<file path="src/design/vgds_pkg.sv">
// shared constants, types and helper functions of the visibility grid disc stamper
package vgds_pkg;

   // grid geometry
   localparam int GRID_SIDE      = 256;
   localparam int MAX_RADIUS     = 31;
   localparam int CELL_W         = 2;
   localparam int CELLS_PER_WORD = 8;
   localparam int WORD_W         = CELL_W * CELLS_PER_WORD;
   localparam int WORDS_PER_ROW  = (GRID_SIDE + CELLS_PER_WORD - 1) / CELLS_PER_WORD;
   localparam int WORD_COUNT     = GRID_SIDE * WORDS_PER_ROW;
   localparam int ADDR_W         = $clog2(WORD_COUNT);
   localparam int POS_W          = $clog2(GRID_SIDE);
   localparam int WCOL_W         = (WORDS_PER_ROW > 1) ? $clog2(WORDS_PER_ROW) : 1;
   localparam int SUB_W          = $clog2(CELLS_PER_WORD);
   localparam int RAD_W          = $clog2(MAX_RADIUS + 1);
   localparam int SQ_W           = 2 * RAD_W;
   localparam int DIST_W         = SQ_W + 1;
   localparam int COORD_W        = 12;
   localparam int NEW_W          = $clog2(CELLS_PER_WORD + 1);

   // item fields
   localparam int OP_W       = 2;
   localparam int TILE_W     = 10;
   localparam int RADIUS_W   = 5;
   localparam int COUNT_W    = 17;
   localparam int REQ_DATA_W = ((OP_W + 2 * TILE_W + RADIUS_W + 7) / 8) * 8;
   localparam int RSP_DATA_W = ((CELL_W + COUNT_W + 7) / 8) * 8;

   localparam logic signed [COORD_W-1:0] GRID_MAX = COORD_W'(GRID_SIDE - 1);

   // operation codes
   localparam logic [OP_W-1:0] OP_DECAY = 2'd0;
   localparam logic [OP_W-1:0] OP_STAMP = 2'd1;
   localparam logic [OP_W-1:0] OP_QUERY = 2'd2;

   // cell codes
   localparam logic [CELL_W-1:0] CELL_UNEXPLORED = 2'd0;
   localparam logic [CELL_W-1:0] CELL_EXPLORED   = 2'd1;
   localparam logic [CELL_W-1:0] CELL_VISIBLE    = 2'd2;

   typedef enum logic [1:0] {
      KIND_CLEAR,
      KIND_DECAY,
      KIND_STAMP,
      KIND_QUERY
   } kind_type;

   // one word access handed from the sequencer to the read-modify-write stage
   typedef struct packed {
      logic                      en;
      kind_type                  kind;
      logic [ADDR_W-1:0]         addr;
      logic [CELLS_PER_WORD-1:0] mask;
      logic [SUB_W-1:0]          sel;
   } issue_type;

   typedef struct packed {
      logic ready;
      logic done;
   } seq_status_type;

   function automatic logic [ADDR_W-1:0] word_addr(input logic [POS_W-1:0] row,
                                                   input logic [WCOL_W-1:0] wcol);
      return ADDR_W'(row) * ADDR_W'(WORDS_PER_ROW) + ADDR_W'(wcol);
   endfunction

   function automatic logic [SQ_W-1:0] square(input logic [RAD_W-1:0] v);
      return SQ_W'(v) * SQ_W'(v);
   endfunction

endpackage

</file>
<file path="src/design/vgds_seq.sv">
// sequencer: walks the word addresses of the clearing pass, decay, stamp and query
module vgds_seq (
   input  logic                             clock,
   input  logic                             reset,
   input  logic                             take,
   input  logic [vgds_pkg::OP_W-1:0]        operation,
   input  logic [vgds_pkg::TILE_W-1:0]      tile_x,
   input  logic [vgds_pkg::TILE_W-1:0]      tile_y,
   input  logic [vgds_pkg::RADIUS_W-1:0]    radius,
   input  logic                             out_free,
   output vgds_pkg::issue_type              issue,
   output vgds_pkg::seq_status_type         status
);

   typedef enum logic [7:0] {
      ST_CLEAR = 8'b00000001,
      ST_IDLE  = 8'b00000010,
      ST_SETUP = 8'b00000100,
      ST_STAMP = 8'b00001000,
      ST_DECAY = 8'b00010000,
      ST_QUERY = 8'b00100000,
      ST_DRAIN = 8'b01000000,
      ST_DONE  = 8'b10000000
   } state_type;

   localparam int CW = vgds_pkg::COORD_W;
   localparam int PW = vgds_pkg::POS_W;
   localparam int RW = vgds_pkg::RAD_W;

   state_type state_ff, state_in;
   logic [vgds_pkg::ADDR_W-1:0]    ctr_ff, ctr_in;
   logic signed [CW-1:0]           cx_ff, cx_in, cy_ff, cy_in;
   logic [vgds_pkg::RADIUS_W-1:0]  radius_ff, radius_in;
   logic [vgds_pkg::DIST_W-1:0]    limit_ff, limit_in;
   logic [PW-1:0]                  xlo_ff, xlo_in, xhi_ff, xhi_in, yhi_ff, yhi_in;
   logic [PW-1:0]                  row_ff, row_in;
   logic [vgds_pkg::WCOL_W-1:0]    wlo_ff, wlo_in, whi_ff, whi_in, wcol_ff, wcol_in;

   // setup terms
   logic [RW-1:0]        r_clamp;
   logic signed [CW-1:0] r_s, xlo_s, xhi_s, ylo_s, yhi_s;
   logic                 empty;
   logic [PW-1:0]        xlo_p, xhi_p, ylo_p, yhi_p;

   // stamp row terms
   logic signed [CW-1:0]             dy_s;
   logic [RW-1:0]                    ady;
   logic [vgds_pkg::SQ_W-1:0]        dysq;
   logic [vgds_pkg::CELLS_PER_WORD-1:0] mask;
   logic                             on_grid;

   function automatic logic [RW-1:0] abs_rad(input logic signed [CW-1:0] v);
      logic signed [CW-1:0] a;
      a = v[CW-1] ? -v : v;
      return RW'(a);
   endfunction

   always_comb begin
      if (radius_ff == '0) begin
         r_clamp = RW'(1);
      end else if (int'(radius_ff) > vgds_pkg::MAX_RADIUS) begin
         r_clamp = RW'(vgds_pkg::MAX_RADIUS);
      end else begin
         r_clamp = RW'(radius_ff);
      end
      r_s   = $signed({{(CW-RW){1'b0}}, r_clamp});
      xlo_s = cx_ff - r_s;
      xhi_s = cx_ff + r_s;
      ylo_s = cy_ff - r_s;
      yhi_s = cy_ff + r_s;
      empty = xhi_s[CW-1] || yhi_s[CW-1] ||
              (xlo_s > vgds_pkg::GRID_MAX) || (ylo_s > vgds_pkg::GRID_MAX);
      xlo_p = xlo_s[CW-1] ? '0 : PW'(xlo_s);
      ylo_p = ylo_s[CW-1] ? '0 : PW'(ylo_s);
      xhi_p = (xhi_s > vgds_pkg::GRID_MAX) ? PW'(vgds_pkg::GRID_SIDE - 1) : PW'(xhi_s);
      yhi_p = (yhi_s > vgds_pkg::GRID_MAX) ? PW'(vgds_pkg::GRID_SIDE - 1) : PW'(yhi_s);
   end

   // disc mask of the current word: in column range and inside r*r + r
   always_comb begin
      logic [CW-1:0]        xk;
      logic signed [CW-1:0] dx;
      logic [RW-1:0]        adx;
      logic [vgds_pkg::DIST_W-1:0] dist_sq;
      dy_s = $signed(CW'(row_ff)) - cy_ff;
      ady  = abs_rad(dy_s);
      dysq = vgds_pkg::square(ady);
      for (int k = 0; k < vgds_pkg::CELLS_PER_WORD; k++) begin
         xk      = CW'({wcol_ff, vgds_pkg::SUB_W'(k)});
         dx      = $signed(xk) - cx_ff;
         adx     = abs_rad(dx);
         dist_sq = vgds_pkg::DIST_W'(vgds_pkg::square(adx)) + vgds_pkg::DIST_W'(dysq);
         mask[k] = (xk >= CW'(xlo_ff)) && (xk <= CW'(xhi_ff)) && (dist_sq <= limit_ff);
      end
   end

   assign on_grid = !cx_ff[CW-1] && !cy_ff[CW-1] &&
                    (cx_ff <= vgds_pkg::GRID_MAX) && (cy_ff <= vgds_pkg::GRID_MAX);

   always_comb begin
      state_in  = state_ff;
      ctr_in    = ctr_ff;
      cx_in     = cx_ff;
      cy_in     = cy_ff;
      radius_in = radius_ff;
      limit_in  = limit_ff;
      xlo_in    = xlo_ff;
      xhi_in    = xhi_ff;
      yhi_in    = yhi_ff;
      row_in    = row_ff;
      wlo_in    = wlo_ff;
      whi_in    = whi_ff;
      wcol_in   = wcol_ff;
      issue     = '0;
      issue.kind = vgds_pkg::KIND_CLEAR;
      status    = '0;
      case (state_ff)
         ST_CLEAR: begin
            issue.en   = 1'b1;
            issue.kind = vgds_pkg::KIND_CLEAR;
            issue.addr = ctr_ff;
            ctr_in     = ctr_ff + vgds_pkg::ADDR_W'(1);
            if (ctr_ff == vgds_pkg::ADDR_W'(vgds_pkg::WORD_COUNT - 1)) begin
               ctr_in   = '0;
               state_in = ST_IDLE;
            end
         end
         ST_IDLE: begin
            status.ready = 1'b1;
            if (take) begin
               cx_in     = $signed({{(CW-vgds_pkg::TILE_W){tile_x[vgds_pkg::TILE_W-1]}}, tile_x});
               cy_in     = $signed({{(CW-vgds_pkg::TILE_W){tile_y[vgds_pkg::TILE_W-1]}}, tile_y});
               radius_in = radius;
               ctr_in    = '0;
               case (operation)
                  vgds_pkg::OP_DECAY: state_in = ST_DECAY;
                  vgds_pkg::OP_STAMP: state_in = ST_SETUP;
                  vgds_pkg::OP_QUERY: state_in = ST_QUERY;
                  default:            state_in = ST_DRAIN;
               endcase
            end
         end
         ST_SETUP: begin
            limit_in = vgds_pkg::DIST_W'(vgds_pkg::square(r_clamp)) + vgds_pkg::DIST_W'(r_clamp);
            xlo_in   = xlo_p;
            xhi_in   = xhi_p;
            yhi_in   = yhi_p;
            row_in   = ylo_p;
            wlo_in   = vgds_pkg::WCOL_W'(xlo_p >> vgds_pkg::SUB_W);
            wcol_in  = vgds_pkg::WCOL_W'(xlo_p >> vgds_pkg::SUB_W);
            whi_in   = vgds_pkg::WCOL_W'(xhi_p >> vgds_pkg::SUB_W);
            state_in = empty ? ST_DRAIN : ST_STAMP;
         end
         ST_STAMP: begin
            issue.en   = 1'b1;
            issue.kind = vgds_pkg::KIND_STAMP;
            issue.addr = vgds_pkg::word_addr(row_ff, wcol_ff);
            issue.mask = mask;
            if (wcol_ff == whi_ff) begin
               wcol_in = wlo_ff;
               row_in  = row_ff + PW'(1);
               if (row_ff == yhi_ff) begin
                  state_in = ST_DRAIN;
               end
            end else begin
               wcol_in = wcol_ff + vgds_pkg::WCOL_W'(1);
            end
         end
         ST_DECAY: begin
            issue.en   = 1'b1;
            issue.kind = vgds_pkg::KIND_DECAY;
            issue.addr = ctr_ff;
            ctr_in     = ctr_ff + vgds_pkg::ADDR_W'(1);
            if (ctr_ff == vgds_pkg::ADDR_W'(vgds_pkg::WORD_COUNT - 1)) begin
               ctr_in   = '0;
               state_in = ST_DRAIN;
            end
         end
         ST_QUERY: begin
            issue.en   = on_grid;
            issue.kind = vgds_pkg::KIND_QUERY;
            issue.addr = vgds_pkg::word_addr(PW'(cy_ff),
                                             vgds_pkg::WCOL_W'(PW'(cx_ff) >> vgds_pkg::SUB_W));
            issue.sel  = vgds_pkg::SUB_W'(cx_ff);
            state_in   = ST_DRAIN;
         end
         ST_DRAIN: begin
            state_in = ST_DONE;
         end
         ST_DONE: begin
            if (out_free) begin
               status.done = 1'b1;
               state_in    = ST_IDLE;
            end
         end
         default: begin
            state_in = ST_IDLE;
         end
      endcase
   end

   always_ff @(posedge clock) begin
      if (reset) begin
         state_ff <= ST_CLEAR;
         ctr_ff   <= '0;
      end else begin
         state_ff <= state_in;
         ctr_ff   <= ctr_in;
      end
   end

   always_ff @(posedge clock) begin
      cx_ff     <= cx_in;
      cy_ff     <= cy_in;
      radius_ff <= radius_in;
      limit_ff  <= limit_in;
      xlo_ff    <= xlo_in;
      xhi_ff    <= xhi_in;
      yhi_ff    <= yhi_in;
      row_ff    <= row_in;
      wlo_ff    <= wlo_in;
      whi_ff    <= whi_in;
      wcol_ff   <= wcol_in;
   end

endmodule

</file>
<file path="config.mk">
export PLATFORM = sky130hd
export DESIGN_NAME = vgds_seq
export DESIGN_NICKNAME = d
export VERILOG_FILES = /design/src/design/vgds_pkg.sv /design/src/design/vgds_seq.sv
export SDC_FILE = /design/constraint.sdc
export NUM_CORES = 1
export LEC_CHECK = 0
export ABC_AREA = 1
export BUFFER_PORTS_ARGS = -buffer_cell sky130_fd_sc_hd__buf_2
export CAP_MARGIN = 10
export CORE_MARGIN = 2
export CORE_UTILIZATION = 70
export DETAILED_ROUTE_END_ITERATION = 16
export PLACE_DENSITY = 0.95
export RECOVER_POWER = 25
export SLEW_MARGIN = 25
export SYNTH_ARGS = -nofsm -noshare
export SYNTH_HDL_FRONTEND = slang
export SYNTH_SLANG_ARGS = --single-unit
</file>
<file path="constraint.sdc">
create_clock -name clock -period 23.7 [get_ports clock]
set_clock_uncertainty 0.1 [all_clocks]
set_input_delay 3.555 -clock clock [delete_from_list [all_inputs] [get_ports clock]]
set_output_delay 3.555 -clock clock [all_outputs]
set_load 0.02 [all_outputs]
</file>
==> out/metrics.yaml <==
status: "finished, violations left"
failed_checks: "max-capacitance violations, max-slew violations"
wire_per_inst_um: 17.6
dr.pass1.iters: 9
crit_path_start: "cy_ff[5]"
min_period_ps: 13200
drc: 0
max-cap-violations: 1
start_util_pct: 70.7
antennaDiodeCount: 0
vias_per_cell: 6.04
cts-root-buf: "clkbuf_16"
min_period_over_period_pct: 55.7
cts_buffers: 9
ys_seq_area_share_pct: 16.3
clock_latency_ps: 360
fmax_mhz: 75.8
avgSynthCellArea_um2: 7.68
hold_violations: 0
synthCells: 2065
grt_pass1_vias: 14800
cp_data_required_time_ps: 20050
maxSlewViolCount: 37
grt_max_degree: 37
synth.distinct_cells: 56
grt_overflow: 0
first_iter_violations: 1368
tritoncts: "built"
critPathSlowestCell: "fa_1"
io_pins: 60
crit_top_cell: "nand2_1"
endpoint: "issue[3]"
ys_async_sr_fraction_pct: 0
setup_viol: 0
gr-usage-all-layers_pct: 36.0
postPlaceCellArea_mm2: 0.0165
r2r_end: "limit_ff[9]"
antenna_found_initial: 0
hp-class: "reg -> reg"
coreArea_mm2: 0.0224
drive_above_1_share_pct: 6.75
slowest_delay_ps: 550
yosys.area.top_type: "ha_1"
clk_path_buf_depth: 2
path_class: "reg -> out"
hold_buffers: 0
rr_worst_depth: 20
post_cts_buffers: 0
layout.nets: 2531
yosysTopAreaCellShare_pct: 23.0
synthTopCellsByArea: "ha_1, edfxtp_1, fa_1"
reg2reg_slack_ps: 19170
hold-worst-slack_ps: 389
ctsResizeCount: 0
dr_total_vias: 14500
clock_sinks: 93
yosys_register_bits: 93
grt_pass1_wl_um: 68900
final_common_cell: "inv_1"
end_kind: "primary output"
fin_tns_setup_ps: 0
path_buf_inv: 8
ant_nets: 0
stdcell_area_mm2: 0.0168
tightest_slew_ps: 2030
synth_fp_nets: 2482
h-tree-depth: 3
relSlewSlack_pct: -35.5
wirelength_um: 42400
dp_hpwl_um: 33800
crit_family: "adder cells"
syn_area_mm2: 0.0159
fp-row-count: 55
ys.flop_type: "edfxtp_1"
cp.depth: 43
synth_warnings: 0
fp.dieArea_mm2: 0.0239
port_buffers: 59
clkTransAtPathRegs_ps: 80
arrival_ps: 9540
synth_edf_count: 72
start_kind: "register"
gp_congestion: 0.984
rsz0062_at_grt: "false"
die-width_um: 155
syn2layout_area_growth_pct: 5.66
die_h_um: 155
timing.rr.start: "radius_ff[2]"
final_cell_mix: "inv_1, nand2_1, ha_1"
cp_max_fo: 8
==> per-layer routing <==
layer / wire length [um] / up-vias / track usage [%] / part of all wire [%]
met1: 16400 / 6769 / 43.7 / 39
met2: 20200 / 762 / 62.2 / 48
met3: 3460 / 183 / 4.85 / 8.2
met5: 0 / - / 0 / 0
met4: 2350 / 0 / 19.8 / 5.5
li1: - / 6810 / - / -
==> Yosys cell counts, types with 4 or more instances <==
cell type	count
edfxtp_1	72
o21bai_1	27
o221ai_1	13
a21oi_2	4
a21o_1	13
inv_2	12
or2_2	4
a211oi_1	8
nand2_1	349
nand3_1	86
dfxtp_1	21
o21ai_2	8
nor4_1	10
a31oi_1	4
nand4_1	32
ha_1	292
o22ai_1	4
xor2_1	66
xnor2_1	51
xor2_2	10
inv_1	393
o211ai_1	8
nor2_2	5
clkinv_1	4
nor3_1	16
nand3_2	6
o21ai_0	53
a21oi_1	125
clkbuf_1	21
o21ai_1	5
o21a_1	5
nor2_1	204
buf_2	4
nand2_2	4
fa_1	94
==> metrics by stage <==
step	util [%]	setup slack (ps)	std cells
final	74.7	10500	2404
after detailed placement	73.4	10970	2388
after global routing	74.7	9800	2404
after floorplan	-	11620	2065
after global placement	73.4	11430	2388
after CTS	74.8	10570	2404
==> cell type report <==
cell class	count	area, um^2
Fill cell	1603	5670
Clock inverter	7	86.3
Timing Repair Buffer	67	352
Multi-Input combinational cell	1534	11600
Inverter	409	1540
Clock buffer	9	225
Sequential cell	93	2580
Tap cell	285	357
==> how the worst min path moves through the flow <==
stage	from	end	slack [ps]	cells after the start
floorplan	ctr_ff[12]	ctr_ff[12]	350	2
global placement	ctr_ff[4]	ctr_ff[5]	360	2
detailed placement	ctr_ff[12]	ctr_ff[12]	370	2
CTS	ctr_ff[12]	ctr_ff[12]	380	2
global route	ctr_ff[4]	ctr_ff[5]	420	2
finish	ctr_ff[12]	ctr_ff[12]	390	2
==> registers in the layout, indices dropped and copies added (netlist names) <==
name and cells:
ctr_ff 13, cx_ff 10, cy_ff 10, limit_ff 10, row_ff 8, state_ff 8
xhi_ff 8, xlo_ff 8, yhi_ff 8, radius_ff 5, wcol_ff 5
==> cell families after synthesis <==
group	count (synthesis)	share of synthesized area, %
buffers and inverters	438	10.4
xor gates and xnor gates	127	7.48
adders and majority gates	386	34.9
AOI/OAI and AO/OA	290	11.1
DFF	93	16.3
and+or+nand+nor	731	19.8
==> worst register-to-register path, delay by kind of cell (launching register included) <==
kind	cells	cell delay, ps
buffers and inverters	4	430
DFF	1	740
adders and majority gates	4	1530
and+or+nand+nor	7	800
xor gates and xnor gates	1	120
AOI/OAI and AO/OA	4	590
Power is left out: the tool's default activity adds up to more than one toggle a clock period on the data nets, which glitch-free logic cannot reach.
