### config.mk
export PLATFORM = sky130hd
export DESIGN_NAME = vgds_word_modify
export DESIGN_NICKNAME = d
export VERILOG_FILES = /design/src/design/vgds_pkg.sv /design/src/design/vgds_word_modify.sv
export SDC_FILE = /design/constraint.sdc
export NUM_CORES = 1
export LEC_CHECK = 0
export BUFFER_PORTS_ARGS = -buffer_cell sky130_fd_sc_hd__buf_4
export CORE_UTILIZATION = 40
export DETAILED_ROUTE_END_ITERATION = 8
export PLACE_DENSITY = 0.69
export SYNTH_ARGS = -nofsm -noshare
export SYNTH_HDL_FRONTEND = slang
export SYNTH_SLANG_ARGS = --single-unit
### constraint.sdc
create_clock -name vclk -period 7.34
set_input_delay 0.734 -clock vclk [all_inputs]
set_output_delay 0.734 -clock vclk [all_outputs]
set_load 0.005 [all_outputs]
### src/design/vgds_pkg.sv
// shared constants, types and helper functions of the visibility grid disc stamper
package vgds_pkg;

   // grid geometry
   localparam int GRID_SIDE      = 256;
   localparam int MAX_RADIUS     = 31;
   localparam int CELL_W         = 2;
   localparam int CELLS_PER_WORD = 8;
   localparam int WORD_W         = CELL_W * CELLS_PER_WORD;
   localparam int WORDS_PER_ROW  = (GRID_SIDE + CELLS_PER_WORD - 1) / CELLS_PER_WORD;
   localparam int WORD_COUNT     = GRID_SIDE * WORDS_PER_ROW;
   localparam int ADDR_W         = $clog2(WORD_COUNT);
   localparam int POS_W          = $clog2(GRID_SIDE);
   localparam int WCOL_W         = (WORDS_PER_ROW > 1) ? $clog2(WORDS_PER_ROW) : 1;
   localparam int SUB_W          = $clog2(CELLS_PER_WORD);
   localparam int RAD_W          = $clog2(MAX_RADIUS + 1);
   localparam int SQ_W           = 2 * RAD_W;
   localparam int DIST_W         = SQ_W + 1;
   localparam int COORD_W        = 12;
   localparam int NEW_W          = $clog2(CELLS_PER_WORD + 1);

   // item fields
   localparam int OP_W       = 2;
   localparam int TILE_W     = 10;
   localparam int RADIUS_W   = 5;
   localparam int COUNT_W    = 17;
   localparam int REQ_DATA_W = ((OP_W + 2 * TILE_W + RADIUS_W + 7) / 8) * 8;
   localparam int RSP_DATA_W = ((CELL_W + COUNT_W + 7) / 8) * 8;

   localparam logic signed [COORD_W-1:0] GRID_MAX = COORD_W'(GRID_SIDE - 1);

   // operation codes
   localparam logic [OP_W-1:0] OP_DECAY = 2'd0;
   localparam logic [OP_W-1:0] OP_STAMP = 2'd1;
   localparam logic [OP_W-1:0] OP_QUERY = 2'd2;

   // cell codes
   localparam logic [CELL_W-1:0] CELL_UNEXPLORED = 2'd0;
   localparam logic [CELL_W-1:0] CELL_EXPLORED   = 2'd1;
   localparam logic [CELL_W-1:0] CELL_VISIBLE    = 2'd2;

   typedef enum logic [1:0] {
      KIND_CLEAR,
      KIND_DECAY,
      KIND_STAMP,
      KIND_QUERY
   } kind_type;

   // one word access handed from the sequencer to the read-modify-write stage
   typedef struct packed {
      logic                      en;
      kind_type                  kind;
      logic [ADDR_W-1:0]         addr;
      logic [CELLS_PER_WORD-1:0] mask;
      logic [SUB_W-1:0]          sel;
   } issue_type;

   typedef struct packed {
      logic ready;
      logic done;
   } seq_status_type;

   function automatic logic [ADDR_W-1:0] word_addr(input logic [POS_W-1:0] row,
                                                   input logic [WCOL_W-1:0] wcol);
      return ADDR_W'(row) * ADDR_W'(WORDS_PER_ROW) + ADDR_W'(wcol);
   endfunction

   function automatic logic [SQ_W-1:0] square(input logic [RAD_W-1:0] v);
      return SQ_W'(v) * SQ_W'(v);
   endfunction

endpackage

### src/design/vgds_word_modify.sv
// modify stage: turns a read word into its write-back value and counts new explored cells
module vgds_word_modify (
   input  vgds_pkg::issue_type                pend,
   input  logic [vgds_pkg::WORD_W-1:0]        rd_data,
   output logic                               wr_en,
   output logic [vgds_pkg::WORD_W-1:0]        wr_data,
   output logic [vgds_pkg::NEW_W-1:0]         new_cnt,
   output logic [vgds_pkg::CELL_W-1:0]        cell_rd
);

   always_comb begin
      logic [vgds_pkg::CELL_W-1:0] old;
      logic [vgds_pkg::CELL_W-1:0] nxt;
      wr_data = '0;
      new_cnt = '0;
      for (int k = 0; k < vgds_pkg::CELLS_PER_WORD; k++) begin
         old = rd_data[k*vgds_pkg::CELL_W +: vgds_pkg::CELL_W];
         nxt = old;
         case (pend.kind)
            vgds_pkg::KIND_CLEAR: begin
               nxt = vgds_pkg::CELL_UNEXPLORED;
            end
            vgds_pkg::KIND_DECAY: begin
               if (old == vgds_pkg::CELL_VISIBLE) begin
                  nxt = vgds_pkg::CELL_EXPLORED;
               end
            end
            vgds_pkg::KIND_STAMP: begin
               if (pend.mask[k]) begin
                  nxt = vgds_pkg::CELL_VISIBLE;
                  if (old == vgds_pkg::CELL_UNEXPLORED) begin
                     new_cnt = new_cnt + vgds_pkg::NEW_W'(1);
                  end
               end
            end
            default: begin
               nxt = old;
            end
         endcase
         wr_data[k*vgds_pkg::CELL_W +: vgds_pkg::CELL_W] = nxt;
      end
   end

   // queries only read
   assign wr_en   = pend.en && (pend.kind != vgds_pkg::KIND_QUERY);
   assign cell_rd = rd_data[pend.sel*vgds_pkg::CELL_W +: vgds_pkg::CELL_W];

endmodule

==> results of run 1 <==
==> through the flow <==
stage | total power (W) | cells | hold slack [ps] | area, um^2 | utilization [%]
floorplan | 0.0000489 | 187 | 1550 | 1320 | -
global placement | 0.0000902 | 276 | 1760 | 1740 | 56.2
detailed placement | 0.0000904 | 276 | 1760 | 1740 | 56.2
CTS | 0.0000908 | 276 | 1760 | 1740 | 56.2
global route | 0.0000993 | 276 | 1770 | 1740 | 56.2
finish | 0.0000907 | 276 | 1750 | 1740 | 56.2
==> routing by layer <==
metal	share of wire, %	up-vias	global-route usage (%)
li1	-	775	-
met1	48	682	31.2
met2	45	63	35.3
met3	7.0	0	2.84
met4	0	0	0.340
met5	0	-	0
==> power by group through the flow <==
stage	logic, W	registers (W)	clock network [W]
2_1_floorplan	0.0000489	0	0
3_3_place_gp	0.0000902	0	0
3_5_place_dp	0.0000904	0	0
4_1_cts	0.0000908	0	0
5_1_grt	0.0000993	0	0
6_report	0.0000907	0	0
==> area by class of cell <==
cell class                 count  area (um^2)
timing repair buffer          54          405
multi-input combinational    176         1280
fill                         318         1360
inverter                       2         7.51
tap                           44         55.1
==> tightest hold or removal path, stage by stage <==
cell,delay [ps]
buf_4,100
nand2_1,40
nand2_1,50
buf_4,100
==> cells in the mapped netlist (2+ instances only) <==
library cell	number	share of area, %
a21boi_0	2	1.1
a21o_1	8	4.6
a21oi_1	5	1.9
a22o_1	8	5.3
and3_1	2	0.95
clkbuf_1	8	2.3
ha_1	6	5.7
mux2_2	2	1.7
mux4_2	4	6.8
nand2_1	37	11
nand2b_1	2	0.95
nand3_1	3	1.1
nand4_1	2	0.95
nor2_1	17	4.8
nor2b_1	11	5.2
nor3b_2	3	2.8
nor3b_4	2	2.8
nor4_1	2	0.95
o211ai_1	2	1.1
o21ai_0	14	5.3
or3b_1	2	1.3
xnor2_1	13	8.6
xnor2_2	3	3.7
xor2_1	2	1.3
==> kinds of logic after synthesis <==
family,share of synthesized area (%)
buffers and inverters,3.22
muxes,9.58
xor gates and xnor gates,15.5
adders and majority gates,5.69
AOI/OAI and AO/OA,27.4
and+or+nand+nor,38.6
==> worst max-delay path by stage <==
stage | slack [ps] | cells after the start | endpoint | start
floorplan | 1680 | 24 | new_cnt[3] | pend[25]
global placement | 1020 | 26 | new_cnt[3] | pend[24]
detailed placement | 980 | 26 | new_cnt[3] | pend[24]
CTS | 950 | 26 | new_cnt[3] | pend[24]
global route | 540 | 26 | new_cnt[3] | pend[24]
finish | 990 | 26 | new_cnt[3] | pend[24]
==> reports/results.ini, run 1 <==
[power]
switchingPower_w = 0.0000431
leakage_nw = 0.775
p_int_w = 0.0000476
pwr-share-comb_pct = 100.0
powerDensity_nw_per_um2 = 52.0
p_sw_share_pct = 47.6
p_seq_share_pct = 0
peakVddDrop_mv = 0.0305
pwr-share-clk_pct = 0

[critical_path]
cpPeakStageDelay_ps = 400
cpLargestDelayFamily = adder cells
criticalPathCategory = in2out
end_kind = primary output
path_max_fanout = 23
worstSetupStartpointType = input pin
cp_data_required_time_ps = 6610
cp_data_arrival_time_ps = 5620
cp_num_buf_inv = 3
slowest_stage = o21ai_0

[floorplan]
die_area_um2 = 3530
core_area_um2 = 3100
die_y_um = 59.4
row_count = 20
initial_core_util_pct = 42.5
io_pins = 66
fp.dieW_um = 59.4

[finish]
diodes = 0
final_cell_mix = 54 x buf_4, 37 x nand2_1, 17 x nor2_1
synthToLayoutAreaGrowth_pct = 32.3
final_net_count = 283
seqCellArea_um2 = 0
layout_commonest_cell = buf_4
flops_and_latches = 0
nClkBuffers = 0
drive_above_1_share_pct = 32.3

[placement]
io_buffer_count = 53
place.gp.congestion = 0.819
place_ws_ps = 984
dp_hpwl_mm = 2.84

[min_path]
hold_depth = 4
worstHoldEndpoint = wr_data[2]
min_path_type = in2out
min_from = rd_data[3]

[sta]
worst_slack_ps = 986
hold_violations = 0
period_share_pct = 86.6
final-max-slew-violation-count = 0
slew_headroom_pct = 49.8
fin_crit_ps = 6350
worstMarginPinSlew_ps = 752
setup_viol = 0
fmax_mhz = 157
tns_ps = 0
rsz0062_at_grt = no

[synth]
syn_nets = 236
synth_cells = 187
ys_types = 51
syn_area_um2 = 1320
avgSynthCellArea_um2 = 7.05
synth_warnings = 0
ys_seq_area_share_pct = 0

[clocking]
cts_hold_buf = 0
cts_setup_buffers = 0
cts_resized = 0

[routing]
drt-vias-per-instance = 5.51
num_vias = 1520
ant_nets = 0
dr.pass1.iters = 4
initialDrtViolationCount = 68
wl_per_cell_um = 13.1
drc = 0
wl_mm = 3.61

[global_routing]
antenna_found_initial = 0
grt.overflow.total = 0
grt_pass1_wl_mm = 5.98
grt_max_degree = 24
grt_pass1_vias = 1316
track_usage_pct = 21.4

[outcome]
outcome = finished, final reports clean

[flow_run]
maxCapViolations = 0

(Power assumes the default switching activity.)
==> run 2: changes to the inputs <==
==> constraint.sdc (replaced) <==
create_clock -name vclk -period 5.9
set_input_delay 0.59 -clock vclk [all_inputs]
set_output_delay 0.59 -clock vclk [all_outputs]
set_load 0.005 [all_outputs]
==> reports/results.ini, run 2 (synthesis gave the netlist of run 1 again) <==
[routing]
ant_nets = 0
drt-vias-per-instance = 5.41
drc = 0
dr.pass1.iters = 4
initialDrtViolationCount = 82
wl_per_cell_um = 13.3
num_vias = 1532
wl_mm = 3.76

[sta]
hold_violations = 0
fin_crit_ps = 5540
rsz0062_at_grt = no
final-max-slew-violation-count = 0
period_share_pct = 93.8
setup_viol = 0
worstMarginPinSlew_ps = 760
slew_headroom_pct = 49.2
fmax_mhz = 181
tns_ps = 0
whs_ps = 1470

[global_routing]
grt.overflow.total = 0
track_usage_pct = 21.2
grt_max_degree = 23
grt_pass1_vias = 1326
grt_pass1_wl_mm = 5.99
antenna_found_initial = 0

[clocking]
cts_hold_buf = 0

[floorplan]
die_area_um2 = 3530
row_count = 20
fp.dieW_um = 59.4
core_area_um2 = 3100
initial_core_util_pct = 42.5
die_y_um = 59.4
io_pins = 66

[finish]
flops_and_latches = 0
drive_above_1_share_pct = 34.7
synthToLayoutAreaGrowth_pct = 36.5
final_net_count = 290
final_cell_mix = 61 x buf_4, 37 x nand2_1, 17 x nor2_1
layout_commonest_cell = buf_4
multi_input_area_um2 = 1280
diodes = 0
nClkBuffers = 0
seqCellArea_um2 = 0
final_cells = 283
nFillCells = 315

[critical_path]
crit_start = rd_data[1]
path_max_fanout = 6
cp_data_required_time_ps = 5310
cp_data_arrival_time_ps = 4950
worstSetupStartpointType = input pin
criticalPathCategory = in2out
crit_end = new_cnt[3]
end_kind = primary output

[outcome]
outcome = finished, final reports clean

[power]
peakVddDrop_mv = 0.0396
powerDensity_nw_per_um2 = 64.9
leakage_nw = 0.811

[placement]
place.gp.congestion = 0.859
dp_hpwl_mm = 2.93
dp.cells = 283
io_buffer_count = 53

[min_path]
min_path_type = in2out

[flow_run]
maxCapViolations = 0

[run 2: metrics by stage]
step	utilization [%]	area (um^2)	total power, W	setup WS (ps)
after floorplan	-	1320	0.0000609	533
after global placement	57.9	1800	0.000115	267
after detailed placement	57.9	1800	0.000115	218
after CTS	57.9	1800	0.000116	199
after global routing	58.0	1800	0.000128	11.6
final	58.0	1800	0.000117	363
[run 2: final cells by class]
class,instances,share of cell area [%]
well taps,44,3.06
repair buffers,61,25.4
multi-input cells,176,71.1
inverters,2,0.417
[run 2: critical path, cell delays in order]
cell,delay [ps]
buf_4,130
nand4bb_1,270
nor2_1,150
ha_1,260
nand3_1,70
o21ai_0,80
ha_1,270
and3b_1,180
mux2i_2,190
inv_2,110
xnor2_1,140
ha_1,330
xnor2_1,160
nand2_1,60
o21ai_0,110
xnor2_1,140
a21oi_1,90
o21ai_2,180
ha_1,170
nand2_1,60
xnor2_1,240
xnor2_2,130
o31a_1,320
nor4_2,190
xor2_1,170
buf_4,130
[run 2: worst min path at each step]
stage | to | cells after the start | slack, ps | start
finish | wr_data[2] | 4 | 1470 | rd_data[3]
global route | wr_data[10] | 4 | 1500 | rd_data[11]
CTS | wr_data[14] | 4 | 1470 | rd_data[15]
detailed placement | wr_data[2] | 4 | 1470 | rd_data[3]
global placement | wr_data[14] | 4 | 1470 | rd_data[15]
floorplan | wr_data[0] | 2 | 1260 | rd_data[1]
[run 2: power breakdown]
group	internal (W)	switching, W
Combinational	0.0000619	0.0000549
Sequential	0	0
Clock	0	0
[run 2: per-layer routing]
metal | wire length (um) | global-route usage, %
met5 | 0 | 0
met4 | 14 | 2.72
met2 | 1680 | 32.7
met3 | 237 | 1.97
met1 | 1820 | 32.3
[run 2: timing repair]
item / in CTS / in global routing
endpoints found under the setup margin: 0 / 1
resized for setup: 0 / 2
buffers inserted: 0 / 0
==> run 3: changes to the inputs <==
==> constraint.sdc (replaced) <==
create_clock -name vclk -period 5.9
set_input_delay 0.59 -clock vclk [all_inputs]
set_output_delay 0.59 -clock vclk [all_outputs]
set_load 0.02 [all_outputs]
==> reports/results.ini, run 3 (synthesis gave the netlist of run 1 again) <==
[routing]
wl_mm = 3.78
num_vias = 1555
wl_per_cell_um = 13.3
ant_nets = 0
dr.pass1.iters = 4
drt-vias-per-instance = 5.46
initialDrtViolationCount = 67
drc = 0

[floorplan]
row_count = 20
io_pins = 66
fp.dieW_um = 59.4
initial_core_util_pct = 42.5
core_area_um2 = 3100
die_area_um2 = 3530
die_y_um = 59.4

[sta]
tns_ps = 0
setup_viol = 0
rsz0062_at_grt = no
worstMarginPinSlew_ps = 758
hold_violations = 0
period_share_pct = 92.7
slew_headroom_pct = 49.4
fmax_mhz = 183
final-max-slew-violation-count = 0
worst_slack_ps = 428
fin_crit_ps = 5470

[global_routing]
grt_max_degree = 23
track_usage_pct = 21.7
grt.overflow.total = 0
grt_pass1_vias = 1373
antenna_found_initial = 0
grt_pass1_wl_mm = 6.16

[finish]
diodes = 0
final_cell_mix = 63 x buf_4, 37 x nand2_1, 17 x nor2_1
final_net_count = 292
seqCellArea_um2 = 0
layout_commonest_cell = buf_4
synthToLayoutAreaGrowth_pct = 37.4
nClkBuffers = 0
drive_above_1_share_pct = 34.9
flops_and_latches = 0

[critical_path]
end_kind = primary output
path_max_fanout = 6
criticalPathCategory = in2out
worstSetupStartpointType = input pin
cp_data_arrival_time_ps = 4880
cp_data_required_time_ps = 5310

[power]
powerDensity_nw_per_um2 = 72.9
switchingPower_w = 0.0000689
leakage_nw = 0.818
pwr-share-comb_pct = 100.0
p_seq_share_pct = 0
p_sw_share_pct = 52.1
peakVddDrop_mv = 0.0496
p_int_w = 0.0000633
pwr-share-clk_pct = 0

[flow_run]
maxCapViolations = 0

[placement]
place_ws_ps = 312
dp_hpwl_mm = 2.92
place.gp.congestion = 0.871
io_buffer_count = 53

[outcome]
outcome = finished, final reports clean

[clocking]
cts_hold_buf = 0

[min_path]
min_path_type = in2out

[run 3: cell types whose count changed in the layout (fill, tap and decap cells not counted)]
cell | previous run | this run
buf_4 | 61 | 63
o21ai_2 | 1 | 0
o21ai_1 | 1 | 2
[run 3: path summary, 6_finish.rpt]
check / start / end / slack, ps / depth (start not counted)
worst max-delay path: rd_data[1] / new_cnt[3] / 430 / 26
worst min-delay path: rd_data[1] / wr_data[0] / 1500 / 4
[run 3: layout make-up]
type               instances  area, um^2
fillers                  312        1290
well taps                 44        55.1
inverters                  2        7.51
repair buffers            63         473
multi-input cells        176        1280
[run 3: critical path, stage by stage]
cell and delay [ps]:
buf_4 130, nand4bb_1 180, nor2_1 120, ha_1 250, nand3_1 70, o21ai_0 80, ha_1 270, and3b_1 180
mux2i_2 190, inv_2 110, xnor2_1 150, ha_1 330, xnor2_1 160, nand2_1 70, o21ai_0 120, xnor2_1 140
a21oi_1 80, o21ai_1 230, ha_1 190, nand2_1 60, xnor2_1 240, xnor2_2 130, o31a_1 320, nor4_2 170
xor2_1 170, buf_4 160
[run 3: per-stage QoR]
| stage | util, % | cells | hold WS (ps) | area, um^2 | total power (W) |
|---|---|---|---|---|---|
| 3_5_place_dp | 58.4 | 285 | 1510 | 1810 | 0.000131 |
| 3_3_place_gp | 58.4 | 285 | 1500 | 1810 | 0.000131 |
| 2_1_floorplan | - | 187 | 1340 | 1320 | 0.0000752 |
| 5_1_grt | 58.4 | 285 | 1530 | 1810 | 0.000143 |
| 4_1_cts | 58.4 | 285 | 1510 | 1810 | 0.000132 |
| 6_report | 58.4 | 285 | 1500 | 1810 | 0.000132 |
[run 3: power by group through the flow]
stage,logic [W],registers [W],clock network [W]
CTS,0.000132,0,0
floorplan,0.0000752,0,0
finish,0.000132,0,0
detailed placement,0.000131,0,0
global route,0.000143,0,0
global placement,0.000131,0,0
[run 3: metal layers]
layer	track usage, %	vias up	part of all wire (%)
li1	-	793	-
met1	32.5	711	50
met2	35.5	51	44
met3	1.97	0	6.2
met4	0	0	0
met5	0	-	0
[run 3: repair_timing]
action,4_1_cts,5_1_grt
resized for setup,0,1
buffers inserted,0,0
setup endpoints to repair,0,1
